$ cat config.mk
export PLATFORM = sky130hd
export DESIGN_NAME = drive_speed_ramp_limiter
export DESIGN_NICKNAME = d
export VERILOG_FILES = /design/src/hw/rtl/dsrl_pkg.sv /design/src/hw/rtl/dsrl_div.sv /design/src/hw/rtl/dsrl_cfg.sv /design/src/hw/rtl/dsrl_pipe.sv /design/src/hw/rtl/drive_speed_ramp_limiter.sv
export SDC_FILE = /design/constraint.sdc
export NUM_CORES = 2
export LEC_CHECK = 0
export BUFFER_PORTS_ARGS = -buffer_cell sky130_fd_sc_hd__clkbuf_2
export CORE_ASPECT_RATIO = 0.75
export CORE_UTILIZATION = 28
export CTS_BUF_LIST = sky130_fd_sc_hd__clkbuf_2 sky130_fd_sc_hd__clkbuf_4 sky130_fd_sc_hd__clkbuf_8
export DETAILED_ROUTE_END_ITERATION = 12
export PLACE_DENSITY_LB_ADDON = 0.25
export SLEW_MARGIN = 15
export SYNTH_ARGS = -nofsm -noshare
export SYNTH_HDL_FRONTEND = slang
export SYNTH_HIERARCHICAL = 1
export SYNTH_SLANG_ARGS = --single-unit
$ cat constraint.sdc
create_clock -name clk -period 13.6 [get_ports clk]
set_input_delay 2.04 -clock clk [delete_from_list [all_inputs] [get_ports clk]]
set_output_delay 2.04 -clock clk [all_outputs]
set_load 0.005 [all_outputs]
$ cat src/hw/rtl/dsrl_pkg.sv
// Shared types and constants for the drive speed ramp limiter.
// Used by the divider, the configuration block, the pipeline and the top level.
`timescale 1ns / 1ps

package dsrl_pkg;

  // Vehicle constants.
  localparam longint VEHICLE_MASS_G  = 50000;
  localparam longint WHEEL_RADIUS_UM = 50000;

  // Drive acceleration is torque * 10^6 * 2^16 / (radius * mass). The radius
  // divides 10^6 * 2^16 exactly, so it folds into one scale constant.
  localparam longint DRIVE_SCALE = (64'd1000000 * 64'd65536) / WHEEL_RADIUS_UM;

  // Friction deceleration is f * 980665 / 100000 (gravity 9.80665), reduced to
  // f * 196133 / 20000. The division is a right shift by 5 and then a
  // reciprocal multiplication for 625 that is exact for dividends below 2^29.
  localparam int FRIC_PROD_W    = 34;
  localparam int FRIC_SHIFT     = 5;
  localparam int FRIC_DIV_W     = FRIC_PROD_W - FRIC_SHIFT;
  localparam int FRIC_RCP_W     = 30;
  localparam int FRIC_RCP_SHIFT = 39;
  localparam logic [17:0]           FRIC_MUL = 18'd196133;
  localparam logic [FRIC_RCP_W-1:0] FRIC_RCP = 30'd879609303;

  // Field widths.
  localparam int SPEED_W  = 32;
  localparam int DT_W     = 16;
  localparam int CFG_W    = 20;
  localparam int FRIC_W   = 16;
  localparam int CFG_IDX_W = 4;

  // Register indexes.
  localparam logic [CFG_IDX_W-1:0] REG_LOAD_MASS   = 4'd0;
  localparam logic [CFG_IDX_W-1:0] REG_DRIVE_TORQUE = 4'd1;
  localparam logic [CFG_IDX_W-1:0] REG_FRICTION    = 4'd2;
  localparam logic [CFG_IDX_W-1:0] REG_SPEED_LIMIT = 4'd3;
  localparam logic [CFG_IDX_W-1:0] REG_ACCEL_LIMIT = 4'd4;
  localparam logic [CFG_IDX_W-1:0] REG_DECEL_LIMIT = 4'd5;
  localparam logic [CFG_IDX_W-1:0] REG_ANG_ACCEL   = 4'd6;
  localparam logic [CFG_IDX_W-1:0] REG_ANG_DECEL   = 4'd7;

  // Register reset values.
  localparam logic [CFG_W-1:0]  RST_LOAD_MASS    = 20'd0;
  localparam logic [CFG_W-1:0]  RST_DRIVE_TORQUE = 20'd10000;
  localparam logic [FRIC_W-1:0] RST_FRICTION     = 16'd3277;
  localparam logic [CFG_W-1:0]  RST_SPEED_LIMIT  = 20'd65536;
  localparam logic [CFG_W-1:0]  RST_ACCEL_LIMIT  = 20'd32768;
  localparam logic [CFG_W-1:0]  RST_DECEL_LIMIT  = 20'd32768;
  localparam logic [CFG_W-1:0]  RST_ANG_ACCEL    = 20'd65536;
  localparam logic [CFG_W-1:0]  RST_ANG_DECEL    = 20'd65536;

  // Drive divider: 20-bit torque times 21-bit scale, over a 21-bit mass.
  localparam int DIV_NUM_W = 41;
  localparam int DIV_DEN_W = 21;
  localparam int DIV_CNT_W = $clog2(DIV_NUM_W + 1);

  // Widths of the two derived accelerations.
  localparam int DRV_ACC_W  = 26;
  localparam int FRIC_ACC_W = 20;

  // Derived settings seen by the pipeline.
  typedef struct packed {
    logic             busy;
    logic [CFG_W-1:0] a_up;
    logic [CFG_W-1:0] a_dn;
    logic [CFG_W-1:0] speed_limit;
    logic [CFG_W-1:0] ang_up;
    logic [CFG_W-1:0] ang_dn;
  } cfg_view_t;

endpackage

$ cat src/hw/rtl/dsrl_div.sv
// Restoring divider, one quotient bit per cycle, for the configuration block.
// Depends on dsrl_pkg for operand widths.
`timescale 1ns / 1ps

module dsrl_div import dsrl_pkg::*; (
  input  logic                 clk,
  input  logic                 rst_n,
  input  logic                 start,
  input  logic [DIV_NUM_W-1:0] num,
  input  logic [DIV_DEN_W-1:0] den,
  output logic                 done,
  output logic [DIV_NUM_W-1:0] quo
);

  logic                 busy_r;
  logic                 done_r;
  logic [DIV_CNT_W-1:0] cnt_r;
  logic [DIV_NUM_W-1:0] num_r;
  logic [DIV_NUM_W-1:0] num_nxt;
  logic [DIV_DEN_W-1:0] den_r;
  logic [DIV_DEN_W-1:0] rem_r;
  logic [DIV_DEN_W-1:0] rem_nxt;
  logic [DIV_DEN_W:0]   shifted;
  logic [DIV_DEN_W+1:0] diff;
  logic                 take;

  // The numerator register shifts out dividend bits and shifts in quotient bits.
  assign shifted = {rem_r, num_r[DIV_NUM_W-1]};
  assign diff    = {1'b0, shifted} - {2'b00, den_r};
  assign take    = !diff[DIV_DEN_W+1];
  assign rem_nxt = take ? diff[DIV_DEN_W-1:0] : shifted[DIV_DEN_W-1:0];
  assign num_nxt = {num_r[DIV_NUM_W-2:0], take};

  always_ff @(posedge clk) begin
    if (!rst_n) begin
      busy_r <= 1'b0;
      done_r <= 1'b0;
      cnt_r  <= '0;
    end else begin
      done_r <= 1'b0;
      if (start) begin
        busy_r <= 1'b1;
        cnt_r  <= DIV_CNT_W'(DIV_NUM_W);
      end else if (busy_r) begin
        cnt_r <= cnt_r - 1'b1;
        if (cnt_r == DIV_CNT_W'(1)) begin
          busy_r <= 1'b0;
          done_r <= 1'b1;
        end
      end
    end
  end

  always_ff @(posedge clk) begin
    if (start) begin
      num_r <= num;
      den_r <= den;
      rem_r <= '0;
    end else if (busy_r) begin
      num_r <= num_nxt;
      rem_r <= rem_nxt;
    end
  end

  assign done = done_r;
  assign quo  = num_r;

endmodule

$ cat src/hw/rtl/dsrl_cfg.sv
// Configuration registers and the sequencer that derives the linear
// acceleration limits from them. Depends on dsrl_pkg and dsrl_div.
`timescale 1ns / 1ps

module dsrl_cfg import dsrl_pkg::*; (
  input  logic                 clk,
  input  logic                 rst_n,
  input  logic                 cfg_valid,
  input  logic [CFG_IDX_W-1:0] cfg_index,
  input  logic [CFG_W-1:0]     cfg_data,
  output cfg_view_t            view
);

  localparam logic [2:0] SEQ_IDLE     = 3'd0;
  localparam logic [2:0] SEQ_DRV_GO   = 3'd1;
  localparam logic [2:0] SEQ_DRV_RUN  = 3'd2;
  localparam logic [2:0] SEQ_FRIC_GO  = 3'd3;
  localparam logic [2:0] SEQ_FRIC_RUN = 3'd4;
  localparam logic [2:0] SEQ_MIX      = 3'd5;

  localparam int RCP_PROD_W = FRIC_DIV_W + FRIC_RCP_W;

  logic [CFG_W-1:0]  load_mass_r;
  logic [CFG_W-1:0]  drive_torque_r;
  logic [FRIC_W-1:0] friction_r;
  logic [CFG_W-1:0]  speed_limit_r;
  logic [CFG_W-1:0]  accel_limit_r;
  logic [CFG_W-1:0]  decel_limit_r;
  logic [CFG_W-1:0]  ang_accel_r;
  logic [CFG_W-1:0]  ang_decel_r;

  logic [2:0] state_r;
  logic [2:0] state_nxt;

  logic [DRV_ACC_W-1:0]   drive_acc_r;
  logic [FRIC_PROD_W-1:0] fric_prod_r;
  logic [FRIC_ACC_W-1:0]  fric_acc_r;
  logic [CFG_W-1:0]       a_up_r;
  logic [CFG_W-1:0]       a_dn_r;

  logic [DIV_NUM_W-1:0]  drv_num;
  logic [DIV_DEN_W-1:0]  mass;
  logic                  div_start;
  logic                  div_done;
  logic [DIV_NUM_W-1:0]  div_quo;
  logic [RCP_PROD_W-1:0] fric_rcp;

  logic [DRV_ACC_W-1:0] net_acc;
  logic [CFG_W-1:0]     a_up_nxt;
  logic [CFG_W-1:0]     a_dn_nxt;

  always_ff @(posedge clk) begin
    if (!rst_n) begin
      load_mass_r    <= RST_LOAD_MASS;
      drive_torque_r <= RST_DRIVE_TORQUE;
      friction_r     <= RST_FRICTION;
      speed_limit_r  <= RST_SPEED_LIMIT;
      accel_limit_r  <= RST_ACCEL_LIMIT;
      decel_limit_r  <= RST_DECEL_LIMIT;
      ang_accel_r    <= RST_ANG_ACCEL;
      ang_decel_r    <= RST_ANG_DECEL;
    end else if (cfg_valid) begin
      unique case (cfg_index)
        REG_LOAD_MASS:    load_mass_r    <= cfg_data;
        REG_DRIVE_TORQUE: drive_torque_r <= cfg_data;
        REG_FRICTION:     friction_r     <= cfg_data[FRIC_W-1:0];
        REG_SPEED_LIMIT:  speed_limit_r  <= cfg_data;
        REG_ACCEL_LIMIT:  accel_limit_r  <= cfg_data;
        REG_DECEL_LIMIT:  decel_limit_r  <= cfg_data;
        REG_ANG_ACCEL:    ang_accel_r    <= cfg_data;
        REG_ANG_DECEL:    ang_decel_r    <= cfg_data;
        default: ;
      endcase
    end
  end

  assign mass      = DIV_DEN_W'(VEHICLE_MASS_G) + DIV_DEN_W'(load_mass_r);
  assign drv_num   = DIV_NUM_W'(drive_torque_r) * DIV_NUM_W'(DRIVE_SCALE);
  assign div_start = (state_r == SEQ_DRV_GO);

  dsrl_div u_div (
    .clk   (clk),
    .rst_n (rst_n),
    .start (div_start),
    .num   (drv_num),
    .den   (mass),
    .done  (div_done),
    .quo   (div_quo)
  );

  // The friction product is divided by 32 with the shift and by 625 with the
  // reciprocal multiplication.
  assign fric_rcp = RCP_PROD_W'(fric_prod_r[FRIC_PROD_W-1:FRIC_SHIFT]) *
                    RCP_PROD_W'(FRIC_RCP);

  // Any register write starts the derivation over from the start.
  always_comb begin
    state_nxt = state_r;
    unique case (state_r)
      SEQ_IDLE:     state_nxt = SEQ_IDLE;
      SEQ_DRV_GO:   state_nxt = SEQ_DRV_RUN;
      SEQ_DRV_RUN:  if (div_done) state_nxt = SEQ_FRIC_GO;
      SEQ_FRIC_GO:  state_nxt = SEQ_FRIC_RUN;
      SEQ_FRIC_RUN: state_nxt = SEQ_MIX;
      SEQ_MIX:      state_nxt = SEQ_IDLE;
      default:      state_nxt = SEQ_DRV_GO;
    endcase
    if (cfg_valid) begin
      state_nxt = SEQ_DRV_GO;
    end
  end

  always_ff @(posedge clk) begin
    if (!rst_n) begin
      state_r <= SEQ_DRV_GO;
    end else begin
      state_r <= state_nxt;
    end
  end

  // The drive quotient stays below 2^26 for every register value.
  assign net_acc  = (drive_acc_r > DRV_ACC_W'(fric_acc_r)) ?
                    drive_acc_r - DRV_ACC_W'(fric_acc_r) : '0;
  assign a_up_nxt = (net_acc > DRV_ACC_W'(accel_limit_r)) ?
                    accel_limit_r : net_acc[CFG_W-1:0];
  assign a_dn_nxt = (fric_acc_r > decel_limit_r) ? decel_limit_r : fric_acc_r;

  always_ff @(posedge clk) begin
    if (state_r == SEQ_DRV_RUN && div_done) begin
      drive_acc_r <= div_quo[DRV_ACC_W-1:0];
    end
    if (state_r == SEQ_FRIC_GO) begin
      fric_prod_r <= FRIC_PROD_W'(friction_r) * FRIC_PROD_W'(FRIC_MUL);
    end
    if (state_r == SEQ_FRIC_RUN) begin
      fric_acc_r <= fric_rcp[FRIC_RCP_SHIFT+FRIC_ACC_W-1:FRIC_RCP_SHIFT];
    end
    if (state_r == SEQ_MIX) begin
      a_up_r <= a_up_nxt;
      a_dn_r <= a_dn_nxt;
    end
  end

  assign view.busy        = (state_r != SEQ_IDLE);
  assign view.a_up        = a_up_r;
  assign view.a_dn        = a_dn_r;
  assign view.speed_limit = speed_limit_r;
  assign view.ang_up      = ang_accel_r;
  assign view.ang_dn      = ang_decel_r;

endmodule

$ cat src/hw/rtl/dsrl_pipe.sv
// Five-stage datapath: direction and rate select, step multiply, add,
// range clamp, goal clamp. Depends on dsrl_pkg.
`timescale 1ns / 1ps

module dsrl_pipe import dsrl_pkg::*; (
  input  logic                      clk,
  input  logic                      rst_n,
  input  cfg_view_t                 view,
  input  logic                      in_valid,
  output logic                      in_ready,
  input  logic signed [SPEED_W-1:0] in_speed_now,
  input  logic signed [SPEED_W-1:0] in_speed_goal,
  input  logic signed [SPEED_W-1:0] in_turn_rate_now,
  input  logic signed [SPEED_W-1:0] in_turn_rate_goal,
  input  logic [DT_W-1:0]           in_time_step,
  output logic                      out_valid,
  input  logic                      out_ready,
  output logic signed [SPEED_W-1:0] out_speed_next,
  output logic signed [SPEED_W-1:0] out_turn_rate_next
);

  localparam int SUM_W = SPEED_W + 1;

  logic v1_r, v2_r, v3_r, v4_r, v5_r;
  logic adv1, adv2, adv3, adv4, adv5;
  logic take;

  // Stage 1: registered inputs, directions and selected rates.
  logic signed [SPEED_W-1:0] s1_lnow_r, s1_lgoal_r, s1_anow_r, s1_agoal_r;
  logic [DT_W-1:0]           s1_dt_r;
  logic                      s1_lup_r, s1_leq_r, s1_aup_r, s1_aeq_r;
  logic [CFG_W-1:0]          s1_lrate_r, s1_arate_r;
  logic                      lup, aup;

  // Stage 2: step sizes.
  logic signed [SPEED_W-1:0] s2_lnow_r, s2_lgoal_r, s2_anow_r, s2_agoal_r;
  logic                      s2_lup_r, s2_leq_r, s2_aup_r, s2_aeq_r;
  logic [CFG_W-1:0]          s2_lstep_r, s2_astep_r;
  logic [CFG_W+DT_W-1:0]     lprod, aprod;

  // Stage 3: stepped speeds.
  logic signed [SPEED_W-1:0] s3_lnow_r, s3_lgoal_r, s3_agoal_r;
  logic                      s3_lup_r, s3_leq_r, s3_aup_r, s3_aeq_r;
  logic signed [SUM_W-1:0]   s3_lsum_r, s3_asum_r;
  logic signed [SUM_W-1:0]   lnow_x, anow_x, lstep_x, astep_x;

  // Stage 4: linear range clamp, angular goal clamp.
  logic signed [SPEED_W-1:0] s4_lnow_r, s4_lgoal_r, s4_lclamp_r, s4_anext_r;
  logic                      s4_lup_r, s4_leq_r;
  logic signed [SPEED_W-1:0] lclamp, anext;
  logic signed [SUM_W-1:0]   agoal_x;

  // Stage 5: output register.
  logic signed [SPEED_W-1:0] s5_lnext_r, s5_anext_r;
  logic signed [SPEED_W-1:0] lnext;

  // A stage moves when it is empty or the stage after it moves.
  assign adv5 = !v5_r || out_ready;
  assign adv4 = !v4_r || adv5;
  assign adv3 = !v3_r || adv4;
  assign adv2 = !v2_r || adv3;
  assign adv1 = !v1_r || adv2;

  // No word enters while the derived limits are being recomputed.
  assign in_ready = adv1 && !view.busy;
  assign take     = in_valid && in_ready;

  always_ff @(posedge clk) begin
    if (!rst_n) begin
      v1_r <= 1'b0;
      v2_r <= 1'b0;
      v3_r <= 1'b0;
      v4_r <= 1'b0;
      v5_r <= 1'b0;
    end else begin
      if (adv1) v1_r <= take;
      if (adv2) v2_r <= v1_r;
      if (adv3) v3_r <= v2_r;
      if (adv4) v4_r <= v3_r;
      if (adv5) v5_r <= v4_r;
    end
  end

  // Stage 1.
  assign lup = in_speed_goal > in_speed_now;
  assign aup = in_turn_rate_goal > in_turn_rate_now;

  always_ff @(posedge clk) begin
    if (adv1) begin
      s1_lnow_r  <= in_speed_now;
      s1_lgoal_r <= in_speed_goal;
      s1_anow_r  <= in_turn_rate_now;
      s1_agoal_r <= in_turn_rate_goal;
      s1_dt_r    <= in_time_step;
      s1_lup_r   <= lup;
      s1_leq_r   <= (in_speed_goal == in_speed_now);
      s1_aup_r   <= aup;
      s1_aeq_r   <= (in_turn_rate_goal == in_turn_rate_now);
      s1_lrate_r <= lup ? view.a_up : view.a_dn;
      s1_arate_r <= aup ? view.ang_up : view.ang_dn;
    end
  end

  // Stage 2.
  assign lprod = (CFG_W+DT_W)'(s1_lrate_r) * (CFG_W+DT_W)'(s1_dt_r);
  assign aprod = (CFG_W+DT_W)'(s1_arate_r) * (CFG_W+DT_W)'(s1_dt_r);

  always_ff @(posedge clk) begin
    if (adv2) begin
      s2_lnow_r  <= s1_lnow_r;
      s2_lgoal_r <= s1_lgoal_r;
      s2_anow_r  <= s1_anow_r;
      s2_agoal_r <= s1_agoal_r;
      s2_lup_r   <= s1_lup_r;
      s2_leq_r   <= s1_leq_r;
      s2_aup_r   <= s1_aup_r;
      s2_aeq_r   <= s1_aeq_r;
      s2_lstep_r <= lprod[CFG_W+DT_W-1:DT_W];
      s2_astep_r <= aprod[CFG_W+DT_W-1:DT_W];
    end
  end

  // Stage 3.
  assign lnow_x  = SUM_W'(s2_lnow_r);
  assign anow_x  = SUM_W'(s2_anow_r);
  assign lstep_x = $signed({{(SUM_W-CFG_W){1'b0}}, s2_lstep_r});
  assign astep_x = $signed({{(SUM_W-CFG_W){1'b0}}, s2_astep_r});

  always_ff @(posedge clk) begin
    if (adv3) begin
      s3_lnow_r  <= s2_lnow_r;
      s3_lgoal_r <= s2_lgoal_r;
      s3_agoal_r <= s2_agoal_r;
      s3_lup_r   <= s2_lup_r;
      s3_leq_r   <= s2_leq_r;
      s3_aup_r   <= s2_aup_r;
      s3_aeq_r   <= s2_aeq_r;
      s3_lsum_r  <= s2_lup_r ? lnow_x + lstep_x : lnow_x - lstep_x;
      if (s2_aeq_r) begin
        s3_asum_r <= anow_x;
      end else begin
        s3_asum_r <= s2_aup_r ? anow_x + astep_x : anow_x - astep_x;
      end
    end
  end

  // Stage 4.
  always_comb begin
    if (s3_lsum_r < 0) begin
      lclamp = '0;
    end else if (s3_lsum_r > $signed(SUM_W'(view.speed_limit))) begin
      lclamp = SPEED_W'(view.speed_limit);
    end else begin
      lclamp = s3_lsum_r[SPEED_W-1:0];
    end
  end

  assign agoal_x = SUM_W'(s3_agoal_r);

  always_comb begin
    if (s3_aup_r && s3_asum_r > agoal_x) begin
      anext = s3_agoal_r;
    end else if (!s3_aup_r && !s3_aeq_r && s3_asum_r < agoal_x) begin
      anext = s3_agoal_r;
    end else begin
      anext = s3_asum_r[SPEED_W-1:0];
    end
  end

  always_ff @(posedge clk) begin
    if (adv4) begin
      s4_lnow_r   <= s3_lnow_r;
      s4_lgoal_r  <= s3_lgoal_r;
      s4_lup_r    <= s3_lup_r;
      s4_leq_r    <= s3_leq_r;
      s4_lclamp_r <= lclamp;
      s4_anext_r  <= anext;
    end
  end

  // Stage 5: an equal goal returns the speed untouched by any clamp.
  always_comb begin
    if (s4_leq_r) begin
      lnext = s4_lnow_r;
    end else if (s4_lup_r && s4_lclamp_r > s4_lgoal_r) begin
      lnext = s4_lgoal_r;
    end else if (!s4_lup_r && s4_lclamp_r < s4_lgoal_r) begin
      lnext = s4_lgoal_r;
    end else begin
      lnext = s4_lclamp_r;
    end
  end

  always_ff @(posedge clk) begin
    if (adv5) begin
      s5_lnext_r <= lnext;
      s5_anext_r <= s4_anext_r;
    end
  end

  assign out_valid          = v5_r;
  assign out_speed_next     = s5_lnext_r;
  assign out_turn_rate_next = s5_anext_r;

endmodule

$ cat src/hw/rtl/drive_speed_ramp_limiter.sv
// Top level of the drive speed ramp limiter: configuration block and datapath.
// Depends on dsrl_pkg, dsrl_cfg and dsrl_pipe.
//
//   channel | direction | handshake             | payload
//   --------+-----------+-----------------------+---------------------------------------
//   in      | input     | in_valid / in_ready   | speed_now, speed_goal, turn rates, dt
//   out     | output    | out_valid / out_ready | speed_next, turn_rate_next
//   cfg     | input     | cfg_valid / cfg_ready | cfg_index, cfg_data
//
// One word per cycle is accepted unless the limits are being derived or a stalled
// output has filled the pipe. After reset and after every register write, in_ready
// stays low while a 41-step division derives the drive acceleration, two multiply
// steps the friction deceleration and one more step the combined limits.
// Register writes are always taken. A stalled output holds the pipe; empty
// stages still fill behind it.
`timescale 1ns / 1ps

module drive_speed_ramp_limiter import dsrl_pkg::*; (
  input  logic                      clk,
  input  logic                      rst_n,
  input  logic                      in_valid,
  output logic                      in_ready,
  input  logic signed [SPEED_W-1:0] in_speed_now,
  input  logic signed [SPEED_W-1:0] in_speed_goal,
  input  logic signed [SPEED_W-1:0] in_turn_rate_now,
  input  logic signed [SPEED_W-1:0] in_turn_rate_goal,
  input  logic [DT_W-1:0]           in_time_step,
  output logic                      out_valid,
  input  logic                      out_ready,
  output logic signed [SPEED_W-1:0] out_speed_next,
  output logic signed [SPEED_W-1:0] out_turn_rate_next,
  input  logic                      cfg_valid,
  output logic                      cfg_ready,
  input  logic [CFG_IDX_W-1:0]      cfg_index,
  input  logic [CFG_W-1:0]          cfg_data
);

  cfg_view_t view;

  assign cfg_ready = 1'b1;

  dsrl_cfg u_cfg (
    .clk       (clk),
    .rst_n     (rst_n),
    .cfg_valid (cfg_valid),
    .cfg_index (cfg_index),
    .cfg_data  (cfg_data),
    .view      (view)
  );

  dsrl_pipe u_pipe (
    .clk                (clk),
    .rst_n              (rst_n),
    .view               (view),
    .in_valid           (in_valid),
    .in_ready           (in_ready),
    .in_speed_now       (in_speed_now),
    .in_speed_goal      (in_speed_goal),
    .in_turn_rate_now   (in_turn_rate_now),
    .in_turn_rate_goal  (in_turn_rate_goal),
    .in_time_step       (in_time_step),
    .out_valid          (out_valid),
    .out_ready          (out_ready),
    .out_speed_next     (out_speed_next),
    .out_turn_rate_next (out_turn_rate_next)
  );

endmodule

==> run metrics <==
status=finished, final reports clean; Max clock buf depth=4; global route overflow=0; # IOs=240; Reg2Reg Setup Slack=5.64 ns; Hold Buf Count CTS=0; reg2reg start=u_cfg/fric_prod_r[23]$_DFFE_PP_; Crit-path slowest cell=fa_1; max-cap viol count=0; first-pass GRT wire length=405000 um; Post-Route M1 WL=139000 um; CP startpoint=u_cfg/fric_prod_r[23]$_DFFE_PP_; WL met3=16700 um; vias in the first global route=62500; worst reg2reg path depth=20; RSZ-0062 raised after global routing=false; worst-skew pair later-pin latency=0.94 ns; post-CTS setup buffers=0; Post-synth top flop=edfxtp_1; post-CTS sizing=0; flops & latches, synth=1090; final worst path period need=7.96 ns; Final ANT Viol Nets=0; DR vias=60500; GRT Util Overall=16.5%; Highest Signal Layer=met5; Clock Sinks=1090; period utilisation layout=58.5%; warnings from Yosys=6; largest net degree at the start of global routing=165; Worst-path clk slew=0.06 ns; critical path type=reg2reg; Core Box Area=0.324 mm2; CP most frequent cell=fa_1; Detailed Route WL=272000 um; arrival time at the worst endpoint=8.56 ns; Post-Syn Area=0.0911 mm2; synthesized area per cell=10.9 um2; Syn Inst Count=8323; crit end category=register; Hold Path Class=reg2reg; fin nets=10800; setup_tns=0 ns; number of port buffers=238; synthesis-to-layout area growth=10.8%; most common cell after layout, fill and taps aside=inv_1; fmax=126 MHz; met2 WL=112000 um; crit path max fanout=8; worst setup path endpoint=u_cfg/fric_acc_r[19]$_DFFE_PP_; Initial DRT Pass Iterations=5; Max stage delay on crit path=0.62 ns; sequential share of the synthesized area=33.8%; die area=0.328 mm2; initial antenna violation count=27; routed length per instance=20.9 um; Least-Margin Pin Slew=1.16 ns; Slew Limit Fails=0; startpoint types=register; # rows=181; commonest non-fill, non-tap cells in the layout=1538 x inv_1, 1018 x ha_1, 974 x fa_1; EDFF count, synth=897; layout cells sized above 1=9.71%; Initial Utilization=28.1%; Async SR Flop Fraction=0%; Yosys cell types=100; max_slew headroom=21.8%; Root Driver=clkbuf_8; DR DRC count=0; HP Start=u_pipe/s3_lnow_r[23]$_DFFE_PP_; clock skew=0.101 ns; H-tree depth=4; critical path, cell by cell=inv_1 > ha_1 > inv_1 > fa_1 > fa_1 > fa_1 > fa_1 > fa_1 > fa_1 > fa_1 > ha_1 > a211oi_1 > o21ai_0 > a21oi_1 > or4b_1 > a21oi_1 > o2111ai_1 > and2_4 > a211oi_2 > xnor2_1; CTS Buf Count=181; TritonCTS clock tree=yes; Die X=661 um; vias per cell=4.64; Die Y=496 um; drt first-iter violations=4487; CP required=14.20 ns; routability-driven placement congestion ratio=0.923; # setup viols final=0; Post-DP HPWL=213000 um; Final Hold Viols=0; r2r endpoint=u_cfg/fric_acc_r[19]$_DFFE_PP_
[critical path, delay by kind of cell, from the launching register on]
family	cells	cell delay, ns
adders and majority gates	9	4.34
AOI/OAI and AO/OA	6	1.58
and+or+nand+nor	2	0.70
DFF	1	0.61
buffers and inverters	2	0.37
xor gates and xnor gates	1	0.08
[registers in the layout (all words and copies together) (netlist names), 26 cells and up]
name                       flops
u_pipe/s4_lgoal_r             32
u_cfg/fric_prod_r             29
u_pipe/out_turn_rate_next     32
u_pipe/s1_agoal_r             32
u_pipe/s1_lnow_r              32
u_pipe/s3_lgoal_r             32
u_pipe/s2_lnow_r              32
u_pipe/s1_anow_r              32
u_pipe/out_speed_next         32
u_pipe/s2_anow_r              32
u_cfg/drive_acc_r             26
u_pipe/s3_lsum_r              33
u_pipe/s3_agoal_r             32
u_pipe/s4_anext_r             32
u_cfg/u_div/quo               41
u_pipe/s2_lgoal_r             32
u_pipe/s2_agoal_r             32
u_pipe/s4_lnow_r              32
u_pipe/s1_lgoal_r             32
u_pipe/s4_lclamp_r            32
u_pipe/s3_asum_r              33
u_pipe/s3_lnow_r              32
[worst min-delay path by stage]
| stage | end | slack, ns | depth (start not counted) |
|---|---|---|---|
| after floorplan | u_pipe/out_turn_rate_next[0]$_DFFE_PP_ | 0.40 | 0 |
| after global placement | u_pipe/s2_anow_r[19]$_DFFE_PP_ | 0.40 | 0 |
| after detailed placement | u_pipe/s2_agoal_r[22]$_DFFE_PP_ | 0.40 | 0 |
| after CTS | u_pipe/s4_lnow_r[23]$_DFFE_PP_ | 0.32 | 0 |
| after global routing | u_pipe/s3_agoal_r[24]$_DFFE_PP_ | 0.35 | 0 |
| final | u_pipe/s4_lnow_r[23]$_DFFE_PP_ | 0.34 | 0 |
[synth_stat cells, types with 63 or more instances]
library cell / count / area share, %
mux2i_1: 70 / 0.77
a21o_1: 190 / 1.6
edfxtp_1: 897 / 30
a21boi_0: 150 / 1.2
nor2_1: 233 / 0.96
xnor2_1: 160 / 1.5
a21oi_1: 245 / 1.3
nand4_1: 71 / 0.49
mux2_2: 68 / 0.84
inv_1: 1541 / 6.3
nand3_1: 70 / 0.38
and2_1: 306 / 2.1
fa_1: 974 / 21
nand2_1: 900 / 3.7
ha_1: 1018 / 14
a211oi_1: 63 / 0.52
xor2_1: 95 / 0.91
clkbuf_1: 208 / 0.86
dfxtp_1: 193 / 4.2
o21ai_0: 165 / 0.91
[metal layers]
| metal | GRT usage (%) | vias up |
|---|---|---|
| met5 | 0 | - |
| li1 | - | 28000 |
| met2 | 23.9 | 1581 |
| met3 | 2.97 | 246 |
| met4 | 2.84 | 2 |
| met1 | 25.5 | 30600 |
[kinds of logic after synthesis]
kind of cell / count (synthesis) / synth area share [%]
xor+xnor: 255 / 2.45
compound gates: 1152 / 8.81
simple gates: 1836 / 9.47
flops: 1090 / 33.8
buf+inv: 1804 / 7.61
mux: 191 / 2.48
other cells: 3 / 0.0124
fa+ha+maj: 1992 / 35.4
[layout make-up]
| class | count | area, um2 |
|---|---|---|
| tap | 4300 | 5380 |
| clock buffer | 248 | 3060 |
| fill | 33200 | 223000 |
| clock inverter | 67 | 508 |
| inverter | 1541 | 5800 |
| timing repair buffer | 317 | 1800 |
| antenna | 6 | 15.0 |
| multi-input combinational | 5457 | 53600 |
| sequential | 1090 | 30800 |
[per-stage QoR]
stage	setup WS, ns	util [%]	hold WS [ns]	cells	area [um2]
6_report	5.64	31.1	0.344	13000	101000
2_1_floorplan	2.58	-	0.400	8351	91200
3_3_place_gp	5.70	30.0	0.401	12700	97400
4_1_cts	5.59	31.1	0.322	13000	101000
5_1_grt	5.31	31.1	0.345	13000	101000
3_5_place_dp	5.63	30.0	0.405	12700	97400
Power is left out: the tool's default activity adds up to more than one toggle a clock period on the data nets, which glitch-free logic cannot reach.
